==> src/rtl/ssconv_queue.sv <==
module ssconv_queue #(
	parameter int WIDTH = 8,
	parameter int DEPTH = 4
) (
	input logic clk,
	input logic arst_n,
	input logic push,
	input logic [WIDTH-1:0] din,
	output logic full,
	input logic pop,
	output logic [WIDTH-1:0] dout,
	output logic empty
);
	localparam int AW = (DEPTH > 1) ? $clog2(DEPTH) : 1;

	logic [WIDTH-1:0] mem_q [DEPTH];
	logic [AW-1:0] wptr_q, rptr_q;
	logic [AW:0] cnt_q;

	assign full = cnt_q == (AW+1)'(DEPTH);
	assign empty = cnt_q == '0;
	assign dout = mem_q[rptr_q];

	always_ff @(posedge clk) begin
		if (push) begin
			mem_q[wptr_q] <= din;
		end
	end

	always_ff @(posedge clk or negedge arst_n) begin
		if (!arst_n) begin
			wptr_q <= '0;
			rptr_q <= '0;
			cnt_q <= '0;
		end else begin
			if (push) begin
				wptr_q <= (wptr_q == AW'(DEPTH - 1)) ? '0 : wptr_q + AW'(1);
			end
			if (pop) begin
				rptr_q <= (rptr_q == AW'(DEPTH - 1)) ? '0 : rptr_q + AW'(1);
			end
			if (push && !pop) begin
				cnt_q <= cnt_q + (AW+1)'(1);
			end else if (pop && !push) begin
				cnt_q <= cnt_q - (AW+1)'(1);
			end
		end
	end

endmodule

==> config.mk <==
export PLATFORM = sky130hd
export DESIGN_NAME = ssconv_queue
export DESIGN_NICKNAME = d
export VERILOG_FILES = /design/src/rtl/ssconv_queue.sv
export SDC_FILE = /design/constraint.sdc
export NUM_CORES = 1
export LEC_CHECK = 0
export BUFFER_PORTS_ARGS = -buffer_cell sky130_fd_sc_hd__buf_2
export CAP_MARGIN = 20
export CORE_UTILIZATION = 46
export DETAILED_ROUTE_END_ITERATION = 6
export MAX_ROUTING_LAYER = met4
export PLACE_DENSITY = 0.74
export REMOVE_ABC_BUFFERS = 1
export SLEW_MARGIN = 20
export SYNTH_ARGS = -nofsm -noshare
export SYNTH_HDL_FRONTEND = slang
export SYNTH_SLANG_ARGS = --single-unit
export TNS_END_PERCENT = 1
==> constraint.sdc <==
create_clock -name clk -period 3.85 [get_ports clk]
set_clock_uncertainty 0.1 [all_clocks]
set_input_delay 0.1925 -clock clk [delete_from_list [all_inputs] [get_ports clk]]
set_output_delay 0.1925 -clock clk [all_outputs]
set_load 0.1 [all_outputs]
Word-level counts from Yosys, hierarchy flattened
Memories as Yosys holds them, arrays and structs flattened.
Index checks and enable logic that the tools add are counted.
- flip-flop bits (word level): 7
- RAM bits: 32
- input bits: 12
- output and inout port bits: 10
- word-level logic and storage cells: 23
- memories kept: 1
- memories (memory ; depth ; bits a word ; rd ports ; clocked after Yosys merged registers in ; write ports ; line ; source):
    mem_q ; 4 ; 8 ; 1 ; 0 ; 1 ; 16 ; logic [WIDTH-1:0] mem_q [DEPTH];
- add/sub/neg operators: 4
- equal/unequal tests: 3
- multiplexer cells: 6
- reductions and logical operators: 6
- operators with widths (cell ; number):
    $mux W3 ; 2
    $add A2 B1 Y2 const B ; 2
    $eq A2 B2 Y1 const B ; 2
    $mux W2 ; 2
    $add A3 B1 Y3 const B ; 1
    $eq A3 B3 Y1 const B ; 1
    $logic_not A3 Y1 ; 1
    $sub A3 B1 Y3 const B ; 1
    $logic_and A1 B1 Y1 ; 2
    $logic_not A1 Y1 ; 2
    $mux W1 ; 2
    $reduce_bool A2 Y1 ; 1

Logic depth before layout (Yosys ltp)
- depth in word-level cells: 4
- mapped depth: 7

Worst setup path before layout
OpenSTA, ideal clock, no wires.
- path type: reg2out
- start: register cnt_q[0]
- end: output full
- arrival time: 2.635 ns
- required time: 3.557 ns
- setup slack: 0.923 ns
- cell stages (with the launch flop): 2
- path through: dfrtp_1 -> nor3b_1
- longest elaborated chain between the ends: 1
- RTL lines (item ; line ; source):
    from (decl) ; 18 ; logic [AW:0] cnt_q;
    from (signal assigned) ; 43 ; cnt_q <= cnt_q + (AW+1)'(1);
    from (signal assigned) ; 45 ; cnt_q <= cnt_q - (AW+1)'(1);
    $eq A3 B3 Y1 ; 20 ; assign full = cnt_q == (AW+1)'(DEPTH);
    to (decl) ; 9 ; output logic full,
Every way passes these cells.

Worst setup path after layout
- start: register rptr_q[0]
- end: output dout[1]
- longest elaborated chain between the ends: 1
- RTL lines (item ; line ; source):
    from (decl) ; 17 ; logic [AW-1:0] wptr_q, rptr_q;
    from (signal assigned) ; 40 ; rptr_q <= (rptr_q == AW'(DEPTH - 1)) ? '0 : rptr_q + AW'(1);
    $mem_v2 Z4 W8 ; - ;
    to (decl) ; 11 ; output logic [WIDTH-1:0] dout,
Every way passes these cells.

==> summary.md <==
| Metric | Value |
|---|---|
| Worst slew margin | between 60% and 70% |
| Max-cap violation count | 0 |
| Required @ worst endpoint | 3560 ps |
| Die boundary height | between 60 and 70 um |
| Total core area | approximately 3200 um^2 |
| Data arrival time of the critical path | 1960 ps |
| Row cnt | 20 |
| Portion of synthesized cell area occupied by the leading cell type | between 60% and 70% |
| Number of detailed-routing iterations run before antenna repair | 3 |
| Compound-cell area share of the yosys netlist | less than 1% |
| # nets final | between 100 and 150 |
| Synthesis-stage register bit count | 39 |
| Maximum number of pins on one net before global-route repair | 12 |
| # H-tree levels | 2 |
| Number of resized instances in the post-cts repair step | 0 |
| Total global routing overflow | 0 |
| P&R area growth vs syn | 18.01% |
| Combinational family with the most area after synthesis | multiplexers |
| Sinks on Clock Net | 39 |
| Count of final max-slew check failures | 0 |
| Placement-stage worst setup slack | 1929 ps |
| Final setup TNS | 0 ps |
| Number of input and output port buffers inserted | 21 |
| Nature of the critical path startpoint | register |
| Number of antenna violations at the first check in global routing | 0 |
| Yosys warning count | 0 |
| Clk_lat worst skew | ~330 ps |
| Combined area of all synthesized cells | 1570 um^2 |
| Final Setup Violations | 0 |
| Fraction of synthesized cell area in xor and xnor cells | under 10% |
| Largest cells by area after synthesis | sky130_fd_sc_hd__edfxtp_1 (61%), sky130_fd_sc_hd__mux4_2 (11%), sky130_fd_sc_hd__dfrtp_1 (11%) |
| Gate count after technology mapping | between 70 and 80 |
| Count of vias placed by the detailed router | between 700 and 800 |
| Multiplexer fraction of the synthesized cell area | a little over an eighth |
| Status | completed |
| Synthesized-area fraction occupied by adder cells | approximately 6.1% |
| Ratio of routed vias to standard cells | approximately 5.0 |
| Measured slew at the worst slew-check pin | roughly 600 ps |
| Total I/O pin count | 22 |
| Post-synth EDFFs | 32 |
| Total routing resource utilization after global routing | between 10% and 20% |
| Worst hold path type | input port to register |
| Starting density of the core | between 40% and 50% |
| Average size of a mapped cell | just under 20 um^2 |
| Sequential area share after synthesis | 72.35% |
| Largest fanout on the critical path | 11 |
| CTS tree | yes |
| Final antenna diode count | 0 |
| Number of violations reported at the end of detailed-routing iteration 0 | 18 |
| Top FF cell, synth | sky130_fd_sc_hd__edfxtp_1 |
| Wirelength, routed | 2349 um |
| RSZ-0062 raised after global routing | no |
| Max frequency | approximately 440 MHz |
| Final critical-path required period | 2252 ps |
| Remaining antenna violation count | 0 |
| Vias in the first global route | 808 |
| Layout cells sized above 1 | around a third |
| Final WS setup | about 1600 ps |
| Share of the cycle needed by the critical path after routing | about three fifths |
| Horiz. Die Dim | slightly above 60 um |
| Critical Path End Type | output port |
| Routed wire length per instance | around 15 um |
| Share of synthesized flip-flops with an asynchronous set or reset | 17.95% |
| Number of design rule violations left after detail routing | 0 |
| Buffers inserted by post-CTS timing repair | 0 |
| Number of distinct library cells after synthesis | 18 |
| Critical Setup Path Class | register to output port |
| Most numerous cell in the Yosys netlist | sky130_fd_sc_hd__edfxtp_1 |
| Number of buffers created by CTS | 5 |
| Weighted congestion reported at the end of routability-driven placement | 0.6687 |
| Post-synth top area cell | sky130_fd_sc_hd__edfxtp_1 |
| Post-DP HPWL | roughly 1600 um |
| CTS max path bufs | 2 |
| Buffer cell driving the clock tree root | sky130_fd_sc_hd__clkbuf_4 |
| Final hold viol count | 0 |
| Top cells by count, synth | sky130_fd_sc_hd__edfxtp_1 (32), sky130_fd_sc_hd__mux4_2 (8), sky130_fd_sc_hd__dfrtp_1 (7) |
| Wire length of the first global-routing pass | between 3000 and 4000 um |
| Simple logic cell fraction of the synthesized area | 3.426% |
| Reg clk slew, reported paths | around 100 ps |
| Die Footprint | about 3700 um^2 |
==> placed cells by master (no fill, tap or decap), drive strengths merged <==
cell type / count
edfxtp: 32
buf: 21
dlygate4sd3: 9
mux4: 8
dfrtp: 7
ha: 6
clkbuf: 6
inv: 5
and2: 4
mux2: 3
o21ai: 2
nor2: 2
xor2: 2
clkinv: 2
nor3: 1
nor3b: 1
xnor2: 1
nand3: 1
nand2: 1
fa: 1
==> cells by family (layout without fill, tap and decap cells) <==
logic type | after synthesis | in the layout
adder cells (fa/ha/maj) | 7 | 7
AND/OR/NAND/NOR | 10 | 10
AO/OA/AOI/OAI | 2 | 2
flip-flops | 39 | 39
XOR/XNOR | 3 | 3
buffers and inverters | 7 | 43
multiplexers | 11 | 11
==> final timing paths <==
kind                           start   endpoint  slack (ps)  cells past startpoint
max in group asynchronous     arst_n  wptr_q[0]        3390                      2
min in group asynchronous     arst_n  rptr_q[0]         100                      2
min reg2reg                 cnt_q[2]   cnt_q[2]         400                      1
max                        rptr_q[0]    dout[1]        1600                      2
max reg2reg                rptr_q[0]  rptr_q[1]        2320                      2
min                             push  wptr_q[1]          40                      2
==> what timing repair did <==
action | in CTS | in global routing
endpoints found under the hold margin | 39 | 0
hold buffers | 9 | 0
endpoints found under the setup margin | 0 | 0
==> flip-flops by register name (all words and copies together), names as in the netlist <==
| register | cells |
|---|---|
| cnt_q | 3 |
| mem_q | 32 |
| rptr_q | 2 |
| wptr_q | 2 |
==> metal layers <==
metal,part of all wire [%],vias up,global-route usage (%)
li1,-,371,-
met1,40,403,16.93
met2,54,16,26.22
met3,3.3,8,4.478
met4,3.0,0,10.71
met5,0,-,-
==> final cells by class <==
class | count | area [um^2]
tap | 44 | 55.05
fill | 257 | 1300
multi-input combinational | 33 | 399.1
inverter | 5 | 18.77
timing repair buffer | 30 | 195.2
clock buffer | 6 | 41.29
clock inverter | 2 | 7.507
sequential | 39 | 1136
==> per-stage QoR <==
| stage | instances | hold slack (ps) | instance area [um^2] | utilization (%) |
|---|---|---|---|---|
| after detailed placement | 142 | -64.41 | 1714 | 54.37 |
| final | 159 | 36.08 | 1853 | 58.77 |
| after CTS | 159 | 26.22 | 1853 | 58.77 |
| after global placement | 142 | -69.81 | 1714 | 54.37 |
| after floorplan | 77 | -203.1 | 1554 | - |
| after global routing | 159 | 31.63 | 1853 | 58.77 |
==> worst max-delay path: stages, from the launching register on <==
cell	delay, ps
sky130_fd_sc_hd__dfrtp_1	740
sky130_fd_sc_hd__mux4_2	580
sky130_fd_sc_hd__buf_2	310
Power is left out: the tool's default activity adds up to more than one toggle a clock period on the data nets, which glitch-free logic cannot reach.
