File: src/rtl/ssconv_pkg.sv
package ssconv_pkg;

	localparam int MAX_ROWS = 4096;

	// configuration register widths
	localparam int ROWS_W = 13;
	localparam int COLS_W = 11;
	localparam int KSIZE_W = 3;

	// item field widths
	localparam int OP_W = 2;
	localparam int CIDX_W = 6;
	localparam int COEF_W = 24;
	localparam int SAMPLE_W = 32;
	localparam int OUT_W = 32;
	localparam int OROW_W = 12;
	localparam int OCOL_W = 10;

	// arithmetic
	localparam int PROD_W = SAMPLE_W + COEF_W;
	localparam int ACC_W = 64;
	localparam int FRAC_W = 16;

	localparam int QDEPTH = 4;

	localparam logic [OP_W-1:0] OP_COEF = 2'd0;
	localparam logic [OP_W-1:0] OP_SAMPLE = 2'd1;
	localparam logic [OP_W-1:0] OP_FLUSH = 2'd2;

	localparam logic [1:0] REG_ROWS = 2'd0;
	localparam logic [1:0] REG_COLS = 2'd1;
	localparam logic [1:0] REG_KSIZE = 2'd2;

	typedef struct packed {
		logic [ROWS_W-1:0] rows;
		logic [COLS_W-1:0] cols;
		logic [KSIZE_W-1:0] ksize;
	} cfg_t;

	typedef struct packed {
		logic is_coef;
		logic [CIDX_W-1:0] coef_index;
		logic signed [COEF_W-1:0] coef_value;
		logic signed [SAMPLE_W-1:0] data;
		logic emit;
		logic [OROW_W-1:0] row;
		logic [OCOL_W-1:0] col;
		logic last;
	} cmd_t;

	typedef struct packed {
		logic last;
		logic [OCOL_W-1:0] col;
		logic [OROW_W-1:0] row;
	} meta_t;

	typedef struct packed {
		meta_t meta;
		logic signed [OUT_W-1:0] filtered;
	} res_t;

	// register value 0 acts as 1, values above the limit act as the limit
	function automatic int clamp_cfg(input int v, input int hi);
		int r;
		r = v;
		if (v == 0) begin
			r = 1;
		end else if (v > hi) begin
			r = hi;
		end
		return r;
	endfunction

endpackage

File: src/rtl/ssconv_front.sv
module ssconv_front #(
	parameter int MAX_KERNEL = 7,
	parameter int MAX_COLS = 1024
) (
	input logic clk,
	input logic arst_n,
	input ssconv_pkg::cfg_t cfg,
	input logic restart,
	input logic in_valid,
	output logic in_ready,
	input logic [1:0] in_op,
	input logic [5:0] in_coef_index,
	input logic signed [23:0] in_coef_value,
	input logic signed [31:0] in_sample,
	input logic q_full,
	output logic q_push,
	output ssconv_pkg::cmd_t q_cmd,
	output logic [$clog2(MAX_COLS)-1:0] q_col,
	output logic [MAX_KERNEL-1:0] q_rmask,
	output logic [MAX_KERNEL-1:0] q_cmask
);
	import ssconv_pkg::*;

	localparam int COLW = $clog2(MAX_COLS);
	localparam int CW = $clog2(MAX_COLS + 1);
	localparam int KW = $clog2(MAX_KERNEL + 1);
	localparam int PW = $clog2((MAX_ROWS + MAX_KERNEL) * MAX_COLS + MAX_KERNEL + 1);

	logic [ROWS_W-1:0] rows_e;
	logic [CW-1:0] cols_e;
	logic [KW-1:0] k_e, half;
	logic [PW-1:0] total, lag, pos_q;
	logic [COLW-1:0] scol_q, ocol_q;
	logic [OROW_W-1:0] orow_q;
	logic accept, is_step, coef_ok, emit, last, col_end, ocol_end;

	always_comb begin
		rows_e = ROWS_W'(clamp_cfg(int'(cfg.rows), MAX_ROWS));
		cols_e = CW'(clamp_cfg(int'(cfg.cols), MAX_COLS));
		k_e = KW'(clamp_cfg(int'(cfg.ksize), MAX_KERNEL));
		half = k_e >> 1;
		total = PW'(rows_e) * PW'(cols_e);
		lag = PW'(half) * PW'(cols_e) + PW'(half);
	end

	assign in_ready = !q_full;
	assign accept = in_valid && in_ready;
	assign is_step = (in_op == OP_SAMPLE) || (in_op == OP_FLUSH);
	assign coef_ok = (in_op == OP_COEF) && (int'(in_coef_index) < MAX_KERNEL * MAX_KERNEL);
	assign emit = pos_q >= lag;
	assign col_end = CW'(scol_q) == cols_e - CW'(1);
	assign ocol_end = CW'(ocol_q) == cols_e - CW'(1);
	assign last = emit && (ROWS_W'(orow_q) == rows_e - ROWS_W'(1)) && ocol_end;
	assign q_push = accept && (is_step || coef_ok);
	assign q_col = scol_q;

	always_comb begin
		q_cmd.is_coef = in_op == OP_COEF;
		q_cmd.coef_index = in_coef_index;
		q_cmd.coef_value = in_coef_value;
		// flush items and samples past the end of the matrix enter as zero
		q_cmd.data = ((in_op == OP_SAMPLE) && (pos_q < total)) ? in_sample : '0;
		q_cmd.emit = emit;
		q_cmd.row = orow_q;
		q_cmd.col = OCOL_W'(ocol_q);
		q_cmd.last = last;
	end

	// taps that fall inside the matrix for the element leaving now
	always_comb begin
		int r;
		int cc;
		for (int k = 0; k < MAX_KERNEL; k++) begin
			r = int'(orow_q) + k - int'(half);
			cc = int'(ocol_q) + k - int'(half);
			q_rmask[k] = (k < int'(k_e)) && (r >= 0) && (r < int'(rows_e));
			q_cmask[k] = (k < int'(k_e)) && (cc >= 0) && (cc < int'(cols_e));
		end
	end

	always_ff @(posedge clk or negedge arst_n) begin
		if (!arst_n) begin
			pos_q <= '0;
			scol_q <= '0;
			orow_q <= '0;
			ocol_q <= '0;
		end else if (restart) begin
			pos_q <= '0;
			scol_q <= '0;
			orow_q <= '0;
			ocol_q <= '0;
		end else if (accept && is_step) begin
			if (last) begin
				pos_q <= '0;
				scol_q <= '0;
				orow_q <= '0;
				ocol_q <= '0;
			end else begin
				pos_q <= pos_q + PW'(1);
				scol_q <= col_end ? '0 : scol_q + COLW'(1);
				if (emit) begin
					if (ocol_end) begin
						ocol_q <= '0;
						orow_q <= orow_q + OROW_W'(1);
					end else begin
						ocol_q <= ocol_q + COLW'(1);
					end
				end
			end
		end
	end

endmodule

File: config.mk
export PLATFORM = sky130hd
export DESIGN_NAME = ssconv_front
export DESIGN_NICKNAME = d
export VERILOG_FILES = /design/src/rtl/ssconv_pkg.sv /design/src/rtl/ssconv_front.sv
export SDC_FILE = /design/constraint.sdc
export NUM_CORES = 1
export LEC_CHECK = 0
export ABC_AREA = 1
export BUFFER_PORTS_ARGS = -buffer_cell sky130_fd_sc_hd__buf_2
export CORE_ASPECT_RATIO = 1.4
export CORE_MARGIN = 2
export CORE_UTILIZATION = 45
export CTS_BUF_LIST = sky130_fd_sc_hd__clkbuf_2
export CTS_CLUSTER_SIZE = 10
export DETAILED_ROUTE_END_ITERATION = 12
export SETUP_SLACK_MARGIN = 0.2
export SYNTH_ARGS = -nofsm -noshare
export SYNTH_HDL_FRONTEND = slang
export SYNTH_SLANG_ARGS = --single-unit
File: constraint.sdc
create_clock -name clk -period 11.9 [get_ports clk]
set_clock_uncertainty 0.1 [all_clocks]
set_input_delay 1.785 -clock clk [delete_from_list [all_inputs] [get_ports clk]]
set_output_delay 1.785 -clock clk [all_outputs]
set_load 0.01 [all_outputs]
Word level (Yosys, flattened, before mapping). Cells that the tools add are included.

Add/subtract/negate cells: 33. $mul: 2. $lt $le $gt $ge: 40. Equality and inequality tests: 5. Multiplexer cells: 23. Reduce and logical (&&, ||, !) cells: 47.

Operator list (count): $mux W10 (9); $ge A14 B1 Y1 const B (6); $lt A14 B14 Y1 (6); $sub A13 B2 Y14 (6); $ge A12 B1 Y1 const B (6); $lt A12 B12 Y1 (6); $sub A11 B2 Y12 (6); $mux W23 (3); $mux W12 (5); $add A12 B3 Y13 const B (3); $logic_and A1 B1 Y1 (35); $add A10 B3 Y11 const B (3); $mux W32 (1); $add A12 B2 Y13 const B (2); $mux W13 (2); $add A23 B1 Y23 const B (1); $ge A23 B14 Y1 (1); $lt A23 B23 Y1 (1); $mul A13 B11 Y23 (1); $add A10 B2 Y11 const B (2); $eq A10 B11 Y1 (2); $mux W11 (2); $add A10 B1 Y10 const B (2); $add A13 B2 Y14 (1); other kinds (32) (38).

Register bits: 55. Output and inout bits: 113. Word-level logic and storage cells: 154.

Logic depth before layout (Yosys ltp). Gate-level depths: netlist of the first run.

Depth in word-level cells: 11. Depth in mapped cells: 39. Depth with buffers taken out: 39.

Worst setup path after synthesis of the first run. No wires, ideal clock.

Kind: input to output. Start: input port cfg[13] in the netlist's numbering. End: output port q_cmd[25] in the netlist's numbering. Data arrival time: 8.427 ns. Data required time: 10.015 ns. Path slack: 1.588 ns. Stages: 32. Buffers on the path: 4. Cell sequence: clkbuf_2 > inv_1 > nand2_1 > clkbuf_1 > inv_1 > clkbuf_1 > nand2_1 > fa_1 > fa_1 > fa_1 > inv_1 > fa_1 > inv_1 > fa_1 > inv_1 > ha_1 > a21oi_1 > o21ai_0 > a21oi_1 > inv_1 > a21oi_1 > o21ai_0 > a21boi_0 > o21ai_0 > xor2_1 > ha_1 > nand3_1 > nor4_1 > a21oi_1 > nand3_1 > clkbuf_1 > nor2_1.

RTL lines: start: declaration (line ssconv_front.sv:7) `input ssconv_pkg::cfg_t cfg,`; end: declaration (line ssconv_front.sv:17) `output ssconv_pkg::cmd_t q_cmd,`.

==> flow_summary.rst, run 1 <==
.. list-table::
   :header-rows: 1

   * - Metric
     - Value
   * - Reg-to-reg startpoint
     - ocol_q[2]$_DFFE_PN0P_
   * - CTS hold repair buffers
     - 0
   * - Area share of the largest cell type after synthesis
     - 0.241
   * - CTS clock-pin slew for the worst setup and hold paths
     - 0.30 ns
   * - Post-CTS Setup Bufs
     - 0
   * - Hold Path Class
     - flip-flop to flip-flop
   * - Warnings, synthesis
     - 0
   * - Post-Place Cells
     - 3,190
   * - Number of ports placed on the die boundary
     - 209
   * - Number of violations of the max-capacitance limit
     - 0
   * - Status
     - finished clean
   * - Maximum number of pins on one net before global-route repair
     - 56
   * - Drt wl/cell
     - 18.5 microns
   * - Number of antenna violations at the first check in global routing
     - 4
   * - Number of search-and-repair iterations in the first detailed-routing pass
     - 6
   * - Horizontal die dimension
     - 173 microns
   * - P per Cell Area
     - 45.5 nW/um^2
   * - Final Total Pwr
     - 0.876 mW
   * - Clock network fraction of design power
     - 0.106
   * - Max transition margin
     - 0.287
   * - Std-Cell Rows
     - 86
   * - Flip-flop cell with the highest count after synthesis
     - sky130_fd_sc_hd__dfrtp_1
   * - Fin crit share
     - 0.941
   * - Weighted congestion reported at the end of routability-driven placement
     - 1.01
   * - Arrival time worst endpoint
     - 9.31 ns
   * - Count of routing violations after the opening detailed-route iteration
     - 1,112
   * - TritonCTS clock tree
     - done
   * - Top cell type by total area after synthesis
     - sky130_fd_sc_hd__ha_1
   * - CTS Buffer Depth
     - 2
   * - Sequential element share of the synthesized area
     - 0.0765
   * - Post-Syn Area per Cell
     - 7.03 sq um
   * - Startpoint types
     - input port
   * - Inserted Clock Buffers
     - 5
   * - Number of enable flip-flop cells after synthesis
     - 0
   * - Clock root buffer master
     - sky130_fd_sc_hd__clkbuf_2
   * - Clock insertion delay at the later pin of the skew report
     - 0.58 ns
   * - Launch point of the critical path
     - cfg[22]
   * - Synthesis-to-layout area growth
     - 7.00%
   * - Wire length reported by the detailed router
     - 59,200 microns
   * - Post-Route Setup TNS
     - 0 ns
   * - Setup WS pre-CTS
     - 0.619 ns
   * - F_max
     - 89.3 MHz
   * - Wire length of the first global-routing pass
     - 93,000 microns
   * - Vertical die dimension
     - 241 microns
   * - Tmin final
     - 11.20 ns
   * - Slew @ Worst Pin
     - 1.06 ns
   * - Cell occurring most often along the worst timing path
     - sky130_fd_sc_hd__fa_1
   * - Yosys reg bits
     - 55
   * - Critical setup path kind
     - input port to primary output
   * - Die area
     - 41,600 sq um
   * - Count of unique library cells instantiated by Yosys
     - 52
   * - Via total after detailed routing
     - 17,567
   * - Number of clock sinks
     - 55
   * - Remaining DRCs
     - 0
   * - Final slew viol count
     - 0
   * - Data required, critical path
     - 10.02 ns
   * - Hold violation count in the final report
     - 0
   * - Endpoint class of the critical path
     - primary output
   * - Fraction of registers with async set or reset after synthesis
     - 1.00
   * - Max H-tree Level
     - 2
   * - Sequential share of power
     - 0.227
   * - Combinational power share
     - 0.667
   * - Pleak
     - 11.1 nW
   * - Maximum single-stage delay on the critical path
     - 0.59 ns
   * - Core Box Area
     - 39,400 sq um
   * - Switching part of the total
     - 0.524
   * - Worst path slowest cell
     - sky130_fd_sc_hd__fa_1
   * - Final setup violation count
     - 0
   * - Layout Cells excl Fill
     - 3,202
   * - Layout cells sized above 1
     - 0.0869
   * - RSZ-0062 raised after global routing
     - false
   * - Worst IR Drop VDD
     - 0.0000489 V
   * - Sw Pwr
     - 0.459 mW
   * - Synth Instances
     - 2,558
   * - Leading cell types by total area after synthesis
     - sky130_fd_sc_hd__ha_1, sky130_fd_sc_hd__fa_1, sky130_fd_sc_hd__nand2_1, sky130_fd_sc_hd__inv_1, sky130_fd_sc_hd__xor2_1
   * - Starting density of the core
     - 0.457
   * - Post-layout nets
     - 3,224
   * - GRT overflow
     - 0
   * - Syn Nets
     - 3,113
   * - Maximum fanout along the worst path
     - 32
   * - Mapped Area
     - 18,000 sq um
   * - Number of buffers inserted by port buffering
     - 160
   * - Slack of the critical path
     - 0.703 ns
   * - Critical hold path startpoint
     - q_col[9]$_DFFE_PN0P_
   * - DP Wirelength
     - 48,200 microns
   * - Number of global-route vias before repair
     - 17,430
   * - Count of antenna-violating nets left after detailed routing
     - 0
   * - Via density
     - 5.49
   * - Overall Global Routing Usage
     - 0.282
   * - Cell internal power dissipation
     - 0.417 mW
   * - Post-Route Utilization
     - 0.489
## layout by cell type (no fill, tap or decap), drive strengths merged, types with 10 or more instances in the layout
master  instances
nand3         123
a31oi          10
nor2          278
a21oi         185
dfrtp          55
fa            113
o21ai         106
nor3           38
a211oi         16
o21bai         10
ha            346
buf           186
xor2          168
xnor2          29
a21o           15
nand4          45
inv           428
nand2         443
## worst paths after layout
kind / endpoint / slack (ns) / cells after the start
max: q_cmd[31] / 0.70 / 34
min: q_col[9]$_DFFE_PN0P_ / 0.51 / 2
max reg2reg: ocol_q[6]$_DFFE_PN0P_ / 8.31 / 11
min reg2reg: q_col[9]$_DFFE_PN0P_ / 0.51 / 2
max in group asynchronous: pos_q[7]$_DFFE_PN0P_ / 9.89 / 2
min in group asynchronous: ocol_q[0]$_DFFE_PN0P_ / 1.22 / 2
## registers in the layout, summed over array words and instances, names as in the netlist
signal  cells
pos_q      23
orow_q     12
ocol_q     10
q_col      10
## cells by family after synthesis
group | count (synthesis) | synth area share
adders and majority gates | 459 | 0.366
and+or+nand+nor | 950 | 0.224
xor gates and xnor gates | 197 | 0.0959
AOI/OAI and AO/OA | 385 | 0.122
DFF | 55 | 0.0765
buffers and inverters | 512 | 0.115
## Yosys cell counts (all sizes together) (15+ instances only)
cell / instances
a21oi: 185
nor3: 38
nand3: 123
a21o: 15
xor2: 168
nor2: 278
fa: 113
inv: 427
xnor2: 29
o21ai: 106
buf: 48
nand4: 45
dfrtp: 55
nand2: 443
clkbuf: 34
ha: 346
a211oi: 16
## power groups by stage
| stage | sequential, mW | clock (mW) | combinational (mW) |
|---|---|---|---|
| final | 0.199 | 0.0929 | 0.584 |
| after floorplan | 0.200 | 0 | 0.409 |
| after global routing | 0.200 | 0.104 | 0.663 |
| after CTS | 0.199 | 0.0963 | 0.585 |
| after detailed placement | 0.202 | 0 | 0.580 |
| after global placement | 0.202 | 0 | 0.568 |
## worst max-delay path, delay by kind of cell
kind                       cells  cell delay, ns
xor gates and xnor gates       1            0.17
and+or+nand+nor               10            1.62
adders and majority gates      7            3.29
buffers and inverters          8            0.98
AOI/OAI and AO/OA              8            1.43
## layout make-up
type	count	area, sq um
Multi-Input combinational cell	1991	14500
Timing Repair Buffer	186	996
Sequential cell	55	1380
Clock buffer	5	25.0
Tap cell	528	661
Clock inverter	3	23.8
Fill cell	4097	20100
Antenna cell	4	10.0
Inverter	430	1610
## metal layers
| metal | GRT usage | wire length (microns) |
|---|---|---|
| met1 | 0.345 | 24800 |
| met2 | 0.512 | 29300 |
| met3 | 0.0181 | 2440 |
| met4 | 0.121 | 2670 |
| met5 | 0 | 0 |
## what timing repair did
item,4_1_cts,5_1_grt
endpoints found under the hold margin,0,0
setup endpoints to repair,0,32
resized for setup,0,1
## per-stage QoR
stage / area, sq um / hold slack, ns
finish: 19300 / 0.509
floorplan: 18000 / 0.430
global placement: 19200 / 0.455
global route: 19300 / 0.557
CTS: 19200 / 0.506
detailed placement: 19200 / 0.453
Note: power is estimated with default switching activity, not from simulation.
==> inputs of run 2 (changes only) <==
--- a/config.mk
+++ b/config.mk
@@ -7,12 +7,13 @@
 export LEC_CHECK = 0
 export ABC_AREA = 1
 export BUFFER_PORTS_ARGS = -buffer_cell sky130_fd_sc_hd__buf_2
-export CORE_ASPECT_RATIO = 1.4
+export CORE_ASPECT_RATIO = 0.8
 export CORE_MARGIN = 2
 export CORE_UTILIZATION = 45
 export CTS_BUF_LIST = sky130_fd_sc_hd__clkbuf_2
 export CTS_CLUSTER_SIZE = 10
 export DETAILED_ROUTE_END_ITERATION = 12
+export PLACE_DENSITY = 0.67
 export SETUP_SLACK_MARGIN = 0.2
 export SYNTH_ARGS = -nofsm -noshare
 export SYNTH_HDL_FRONTEND = slang
==> constraint.sdc (replaced) <==
create_clock -name clk -period 9.2 [get_ports clk]
set_clock_uncertainty 0.1 [all_clocks]
set_input_delay 1.38 -clock clk [delete_from_list [all_inputs] [get_ports clk]]
set_output_delay 1.38 -clock clk [all_outputs]
set_load 0.01 [all_outputs]
==> flow_summary.rst, run 2 (same netlist as run 1, synthesis figures left out) <==
.. list-table::
   :header-rows: 1

   * - Metric
     - Value
   * - Die area
     - 41,600 sq um (about the same)
   * - Arrival time worst endpoint
     - 8.01 ns (-1.30 ns)
   * - Number of ports placed on the die boundary
     - 209 (unchanged)
   * - Critical setup path kind
     - input port to primary output
   * - Tmin final
     - 9.49 ns
   * - Largest regs
     - pos_q: 23 flops, orow_q: 12 flops
   * - Post-layout nets
     - 3,388 (+5.1%)
   * - Commonest cells after routing, fill and taps aside
     - sky130_fd_sc_hd__nand2_1, sky130_fd_sc_hd__inv_1, sky130_fd_sc_hd__ha_1, sky130_fd_sc_hd__nor2_1, sky130_fd_sc_hd__a21oi_1
   * - Critical R2R Capture
     - ocol_q[7]$_DFFE_PN0P_
   * - TritonCTS clock tree
     - done
   * - Slack of the critical path
     - -0.287 ns (-0.989 ns)
   * - Fin crit share
     - 1.03
   * - Post-Place Cells
     - 3,336 (+4.6%)
   * - Met1 track demand over resource in global routing
     - 0.438 (+0.0931)
   * - Count of routing violations after the opening detailed-route iteration
     - 1,625 (+46%)
   * - Layout cells sized above 1
     - 0.187 (+0.101)
   * - Worst Hold Depth
     - 2 (unchanged)
   * - Maximum number of pins on one net before global-route repair
     - 56 (unchanged)
   * - Most common cell after layout, fill and taps aside
     - sky130_fd_sc_hd__nand2_1
   * - Weighted congestion reported at the end of routability-driven placement
     - 0.965 (-4.4%)
   * - Drt wl/cell
     - 18.4 microns (-0.26%)
   * - Pleak
     - 12.1 nW (+9.2%)
   * - Maximum single-stage delay on the critical path
     - 0.55 ns (-0.04 ns)
   * - Met3 layer usage reported by global route
     - 0.0682 (+0.0501)
   * - Reg-to-reg startpoint
     - ocol_q[2]$_DFFE_PN0P_
   * - Core Box Area
     - 39,400 sq um (+0.16%)
   * - Final Instance Area
     - 21,800 sq um (+13%)
   * - Clock root buffer master
     - sky130_fd_sc_hd__clkbuf_2
   * - Max transition margin
     - 0.358 (+0.0713)
   * - Inserted Clock Buffers
     - 5 (unchanged)
   * - Critical hold path startpoint
     - q_col[8]$_DFFE_PN0P_
   * - CTS clock-pin slew for the worst setup and hold paths
     - 0.36 ns (+0.06 ns)
   * - Clock insertion delay at the later pin of the skew report
     - 0.60 ns (+0.02 ns)
   * - Cell occurring most often along the worst timing path
     - sky130_fd_sc_hd__fa_1
   * - Number of antenna violations at the first check in global routing
     - 0 (-4)
   * - Wire length reported by the detailed router
     - 62,100 microns (+4.9%)
   * - Peak-usage layer in the global routing report
     - met2
   * - Via density
     - 5.43 (-1.0%)
   * - Worst path slowest cell
     - sky130_fd_sc_hd__fa_1
   * - Via total after detailed routing
     - 18,296 (+4.1%)
   * - Hold path endpoint
     - q_col[8]$_DFFE_PN0P_
   * - GRT overflow
     - 0 (unchanged)
   * - Synthesis-to-layout area growth
     - 21.4%
   * - Number of clock sinks
     - 55 (unchanged)
   * - Startpoint types
     - input port
   * - Largest register by flop count
     - pos_q
   * - R2R Setup Slk
     - 5.55 ns (-2.76 ns)
   * - Antenna cell count
     - 0 (-4)
   * - Final setup violation count
     - 32 (+32)
   * - Post-Route Setup TNS
     - -7.39 ns (-7.39 ns)
   * - Overall Global Routing Usage
     - 0.300 (+0.0182)
   * - Worst IR Drop VDD
     - 0.0000481 V (-1.6%)
   * - Number of search-and-repair iterations in the first detailed-routing pass
     - 6 (unchanged)
   * - P per Cell Area
     - 63.9 nW/um^2 (+40%)
   * - F_max
     - 105 MHz
   * - Number of global-route vias before repair
     - 17,765 (+1.9%)
   * - Minimum hold slack
     - 0.500 ns (-0.00981 ns)
   * - Number of violations of the max-capacitance limit
     - 0 (unchanged)
   * - Post-DP Area
     - 20,900 sq um (+8.7%)
   * - Data required, critical path
     - 7.72 ns (-2.30 ns)
   * - Horizontal die dimension
     - 228 microns (+32%)
   * - Maximum fanout along the worst path
     - 8 (-75%)
   * - Wire length of the first global-routing pass
     - 97,600 microns (+5.0%)
   * - Hold Path Class
     - flip-flop to flip-flop
   * - Hold violation count in the final report
     - 0 (unchanged)
   * - Starting density of the core
     - 0.456 (-0.000710)
   * - Status
     - finished, violations left
   * - Final slew viol count
     - 0 (unchanged)
   * - Std-Cell Rows
     - 65 (-24%)
   * - CTS hold repair buffers
     - 0 (unchanged)
   * - Endpoint class of the critical path
     - primary output
   * - RSZ-0062 raised after global routing
     - true
   * - Remaining DRCs
     - 0 (unchanged)
   * - DP Wirelength
     - 50,300 microns (+4.3%)
   * - Max H-tree Level
     - 2 (unchanged)
   * - Layout Cells excl Fill
     - 3,369 (+5.2%)
   * - Logic depth of the worst register-to-register path
     - 11 (unchanged)
   * - Slew @ Worst Pin
     - 0.963 ns (-0.0957 ns)
   * - Max reg flops
     - 23 (unchanged)
   * - Vertical die dimension
     - 183 microns (-24%)
   * - CTS Buffer Depth
     - 2 (unchanged)
   * - Count of antenna-violating nets left after detailed routing
     - 0 (unchanged)
   * - Met2 Usage GRT
     - 0.449 (-0.0622)
   * - Violated checks
     - negative setup slack
   * - Number of buffers inserted by port buffering
     - 160 (unchanged)
[run 2: how the worst max path moves through the flow]
| stage | from | end | slack (ns) | depth (start not counted) |
|---|---|---|---|---|
| floorplan | cfg[22] | q_cmd[25] | 0.20 | 34 |
| global placement | cfg[4] | q_cmd[25] | -0.65 | 35 |
| global route | cfg[18] | q_cmd[31] | -0.64 | 37 |
| detailed placement | cfg[4] | q_cmd[55] | -0.76 | 35 |
| finish | cfg[4] | q_cmd[31] | -0.29 | 36 |
| CTS | cfg[22] | q_cmd[51] | -0.22 | 37 |
[run 2: worst max-delay path: cells and delay by family]
family	cells	cell delay (ns)
adder cells (fa/ha/maj)	7	3.09
AND/OR/NAND/NOR	10	1.25
buffers and inverters	10	1.10
AO/OA/AOI/OAI	8	1.05
XOR/XNOR	1	0.17
[run 2: repair_timing]
action	4_1_cts	5_1_grt
pin swaps	55	43
gates cloned	2	2
setup buffers	13	9
gates resized for setup	95	65
endpoints found under the setup margin	32	33
[run 2: routing by layer]
layer  vias to the layer above  routed length, microns
li1                       8805                       -
met3                        85                    6230
met2                       756                   26100
met1                      8650                   28600
met5                         -                       0
met4                         0                    1240
[run 2: cell type report]
class | count | area [sq um]
fillers | 3783 | 17600
multi-input cells | 1991 | 15400
repair buffers | 349 | 2690
inverters | 430 | 1690
flip-flops and latches | 55 | 1380
well taps | 536 | 671
clock buffers | 5 | 25.0
clock inverters | 2 | 16.3
repair inverters | 1 | 6.26
[run 2: through the flow]
step	power (mW)	worst slack, ns	util
global placement	1.15	-0.652	0.529
floorplan	0.833	0.198	-
finish	1.40	-0.287	0.554
detailed placement	1.17	-0.760	0.529
CTS	1.35	-0.217	0.545
global route	1.52	-0.636	0.554
[run 2: report_power, final]
part / switching [mW] / internal (mW)
combinational: 0.588 / 0.427
clock: 0.106 / 0.0183
sequential: 0.00827 / 0.248
total: 0.702 / 0.693
==> inputs of run 3 (changes only) <==
--- a/config.mk
+++ b/config.mk
@@ -13,7 +13,7 @@
 export CTS_BUF_LIST = sky130_fd_sc_hd__clkbuf_2
 export CTS_CLUSTER_SIZE = 10
 export DETAILED_ROUTE_END_ITERATION = 12
-export PLACE_DENSITY = 0.67
+export PLACE_DENSITY = 0.64
 export SETUP_SLACK_MARGIN = 0.2
 export SYNTH_ARGS = -nofsm -noshare
 export SYNTH_HDL_FRONTEND = slang
==> flow_summary.rst, run 3 (same netlist as run 1, synthesis figures left out) <==
.. list-table::
   :header-rows: 1

   * - Metric
     - Value
   * - Status
     - finished, violations left
   * - Violated checks
     - negative setup slack
   * - Switching part of the total
     - 0.506 (+0.00321)
   * - Critical Path End
     - q_cmd[24]
   * - Logic depth of the worst register-to-register path
     - 11 (unchanged)
   * - Worst path slowest cell
     - sky130_fd_sc_hd__fa_1
   * - Worst IR Drop VDD
     - 0.0000580 V (+21%)
   * - Layout cells sized above 1
     - 0.188 (+0.000839)
   * - F_max
     - 106 MHz (+0.48%)
   * - CTS clock-pin slew for the worst setup and hold paths
     - 0.40 ns (+0.04 ns)
   * - Cell internal power dissipation
     - 0.697 mW (+0.49%)
   * - Overall Global Routing Usage
     - 0.302 (+0.00187)
   * - Pleak
     - 12.1 nW (-0.30%)
   * - Critical R2R Capture
     - ocol_q[7]$_DFFE_PN0P_
   * - Starting density of the core
     - 0.456 (unchanged)
   * - Synthesis-to-layout area growth
     - 21.0%
   * - Sw Pwr
     - 0.715 mW (+1.8%)
   * - Number of search-and-repair iterations in the first detailed-routing pass
     - 6 (unchanged)
   * - Largest regs
     - pos_q: 23 flops, orow_q: 12 flops
   * - Number of buffers inserted by port buffering
     - 160 (unchanged)
   * - Arrival time worst endpoint
     - 7.96 ns (-0.05 ns)
   * - Hold Path Class
     - flip-flop to flip-flop
   * - Data required, critical path
     - 7.72 ns (about the same)
   * - Max transition margin
     - 0.342 (-0.0167)
   * - P per Cell Area
     - 64.8 nW/um^2 (+1.5%)
   * - FILL cells
     - 3,779 (-0.11%)
   * - Sequential cell area
     - 1380 sq um (unchanged)
   * - Most common cell after layout, fill and taps aside
     - sky130_fd_sc_hd__nand2_1
   * - R2R Setup Slk
     - 5.58 ns (+0.03 ns)
   * - CTS hold repair buffers
     - 0 (unchanged)
   * - Sequential share of power
     - 0.182 (-0.002)
   * - Number of violations of the max-capacitance limit
     - 0 (unchanged)
   * - Tmin final
     - 9.44 ns (-0.0457 ns)
   * - Post-Place Cells
     - 3,332 (-0.12%)
   * - Fin crit share
     - 1.03 (-0.00497)
   * - TritonCTS clock tree
     - done
   * - DP Wirelength
     - 50,600 microns (+0.69%)
   * - Endpoint class of the critical path
     - primary output
   * - Number of global-route vias before repair
     - 17,779 (+0.079%)
   * - Combined area of the multi-input logic cells
     - 15,400 sq um (about the same)
   * - Startpoint types
     - input port
   * - Cell occurring most often along the worst timing path
     - sky130_fd_sc_hd__fa_1
   * - Wire length reported by the detailed router
     - 62,100 microns (-0.11%)
   * - Maximum number of pins on one net before global-route repair
     - 56 (unchanged)
   * - Horizontal die dimension
     - 228 microns (unchanged)
   * - Layout Cells excl Fill
     - 3,368 (-0.030%)
   * - Launch point of the critical path
     - cfg[22]
   * - Number of clock sinks
     - 55 (unchanged)
   * - Count of routing violations after the opening detailed-route iteration
     - 1,449 (-11%)
   * - Combinational power share
     - 0.720 (-0.007)
   * - Number of ports placed on the die boundary
     - 209 (unchanged)
   * - CTS Buffer Depth
     - 2 (unchanged)
   * - Maximum fanout along the worst path
     - 7 (-1)
   * - Critical setup path kind
     - input port to primary output
   * - Final slew viol count
     - 0 (unchanged)
   * - Count of antenna-violating nets left after detailed routing
     - 0 (unchanged)
   * - Number of antenna violations at the first check in global routing
     - 1 (+1)
   * - Reg-to-reg startpoint
     - ocol_q[2]$_DFFE_PN0P_
   * - Largest register by flop count
     - pos_q
   * - RSZ-0062 raised after global routing
     - true
   * - Post-Route Setup TNS
     - -6.55 ns (+0.835 ns)
   * - Remaining DRCs
     - 0 (unchanged)
   * - Maximum single-stage delay on the critical path
     - 0.56 ns (about the same)
   * - Via total after detailed routing
     - 18,380 (+0.46%)
   * - Post-layout nets
     - 3,385 (-0.089%)
   * - Std-Cell Rows
     - 65 (unchanged)
   * - Weighted congestion reported at the end of routability-driven placement
     - 0.992 (+2.8%)
   * - GRT overflow
     - 0 (unchanged)
   * - Wire length of the first global-routing pass
     - 98,100 microns (+0.52%)
   * - Core Box Area
     - 39,400 sq um (unchanged)
   * - Hold violation count in the final report
     - 0 (unchanged)
   * - Max reg flops
     - 23 (unchanged)
   * - Vertical die dimension
     - 183 microns (unchanged)
   * - Minimum hold slack
     - 0.491 ns (-0.00905 ns)
   * - Slew @ Worst Pin
     - 0.988 ns (+0.0251 ns)
   * - Slack of the critical path
     - -0.241 ns (+0.0457 ns)
   * - Setup WS pre-CTS
     - -0.576 ns (+0.184 ns)
   * - Die area
     - 41,600 sq um (unchanged)
   * - Clock root buffer master
     - sky130_fd_sc_hd__clkbuf_2
   * - Max H-tree Level
     - 2 (unchanged)
   * - Clock insertion delay at the later pin of the skew report
     - 0.64 ns (+0.04 ns)
   * - Inserted Clock Buffers
     - 5 (unchanged)
   * - Clock network fraction of design power
     - 0.098 (+0.009)
   * - Drt wl/cell
     - 18.4 microns (about the same)
   * - Final setup violation count
     - 32 (unchanged)
   * - Commonest cells after routing, fill and taps aside
     - sky130_fd_sc_hd__nand2_1, sky130_fd_sc_hd__inv_1, sky130_fd_sc_hd__ha_1, sky130_fd_sc_hd__nor2_1, sky130_fd_sc_hd__a21oi_1
   * - Via density
     - 5.46 (+0.49%)
==> run 3: per-layer routing <==
metal,GRT usage,share of wire,up-vias
li1,-,-,8805
met1,0.456,0.48,8772
met2,0.450,0.41,734
met3,0.0508,0.089,69
met4,0.0554,0.017,0
met5,0,0,-
==> run 3: layout make-up <==
cell class                 instances  share of cell area
clock inverter                     3             0.00155
sequential                        55              0.0632
tap                              536              0.0308
clock buffer                       5             0.00115
antenna                            1            0.000115
multi-input combinational       1991               0.706
timing repair buffer             347               0.120
inverter                         430              0.0770
==> run 3: power groups by stage <==
stage               registers, mW  logic, mW  clock network, mW
floorplan                   0.259      0.575                  0
global placement            0.260      0.899                  0
detailed placement          0.260      0.919                  0
CTS                         0.257      0.979              0.143
global route                0.258       1.12              0.150
finish                      0.257       1.02              0.138
==> run 3: stage by stage <==
stage	instance area, sq um	total power, mW	util
2_1_floorplan	18600	0.833	-
3_3_place_gp	20800	1.16	0.527
3_5_place_dp	20800	1.18	0.527
4_1_cts	21500	1.38	0.546
5_1_grt	21800	1.53	0.552
6_report	21800	1.41	0.552
==> run 3: worst min path at each step <==
stage / from / end / cells after the start
after floorplan: pos_q[1]$_DFFE_PN0P_ / pos_q[1]$_DFFE_PN0P_ / 2
after global placement: q_col[8]$_DFFE_PN0P_ / q_col[8]$_DFFE_PN0P_ / 2
after detailed placement: q_col[8]$_DFFE_PN0P_ / q_col[8]$_DFFE_PN0P_ / 2
after CTS: q_col[8]$_DFFE_PN0P_ / q_col[8]$_DFFE_PN0P_ / 2
after global routing: q_col[8]$_DFFE_PN0P_ / q_col[8]$_DFFE_PN0P_ / 2
final: q_col[8]$_DFFE_PN0P_ / q_col[8]$_DFFE_PN0P_ / 2
==> run 3: timing repair <==
item                       CTS  global route
gates resized for setup    109            46
cloned                       2             0
setup buffers               19             6
pin swaps                   44            26
setup endpoints to repair   32            33
hold endpoints to repair     0             0
==> run 3: critical path, delay by kind of cell <==
kind / cells / cell delay, ns
AO/OA/AOI/OAI: 7 / 1.07
adder cells (fa/ha/maj): 7 / 2.98
buffers and inverters: 10 / 1.03
AND/OR/NAND/NOR: 13 / 1.29
XOR/XNOR: 1 / 0.18
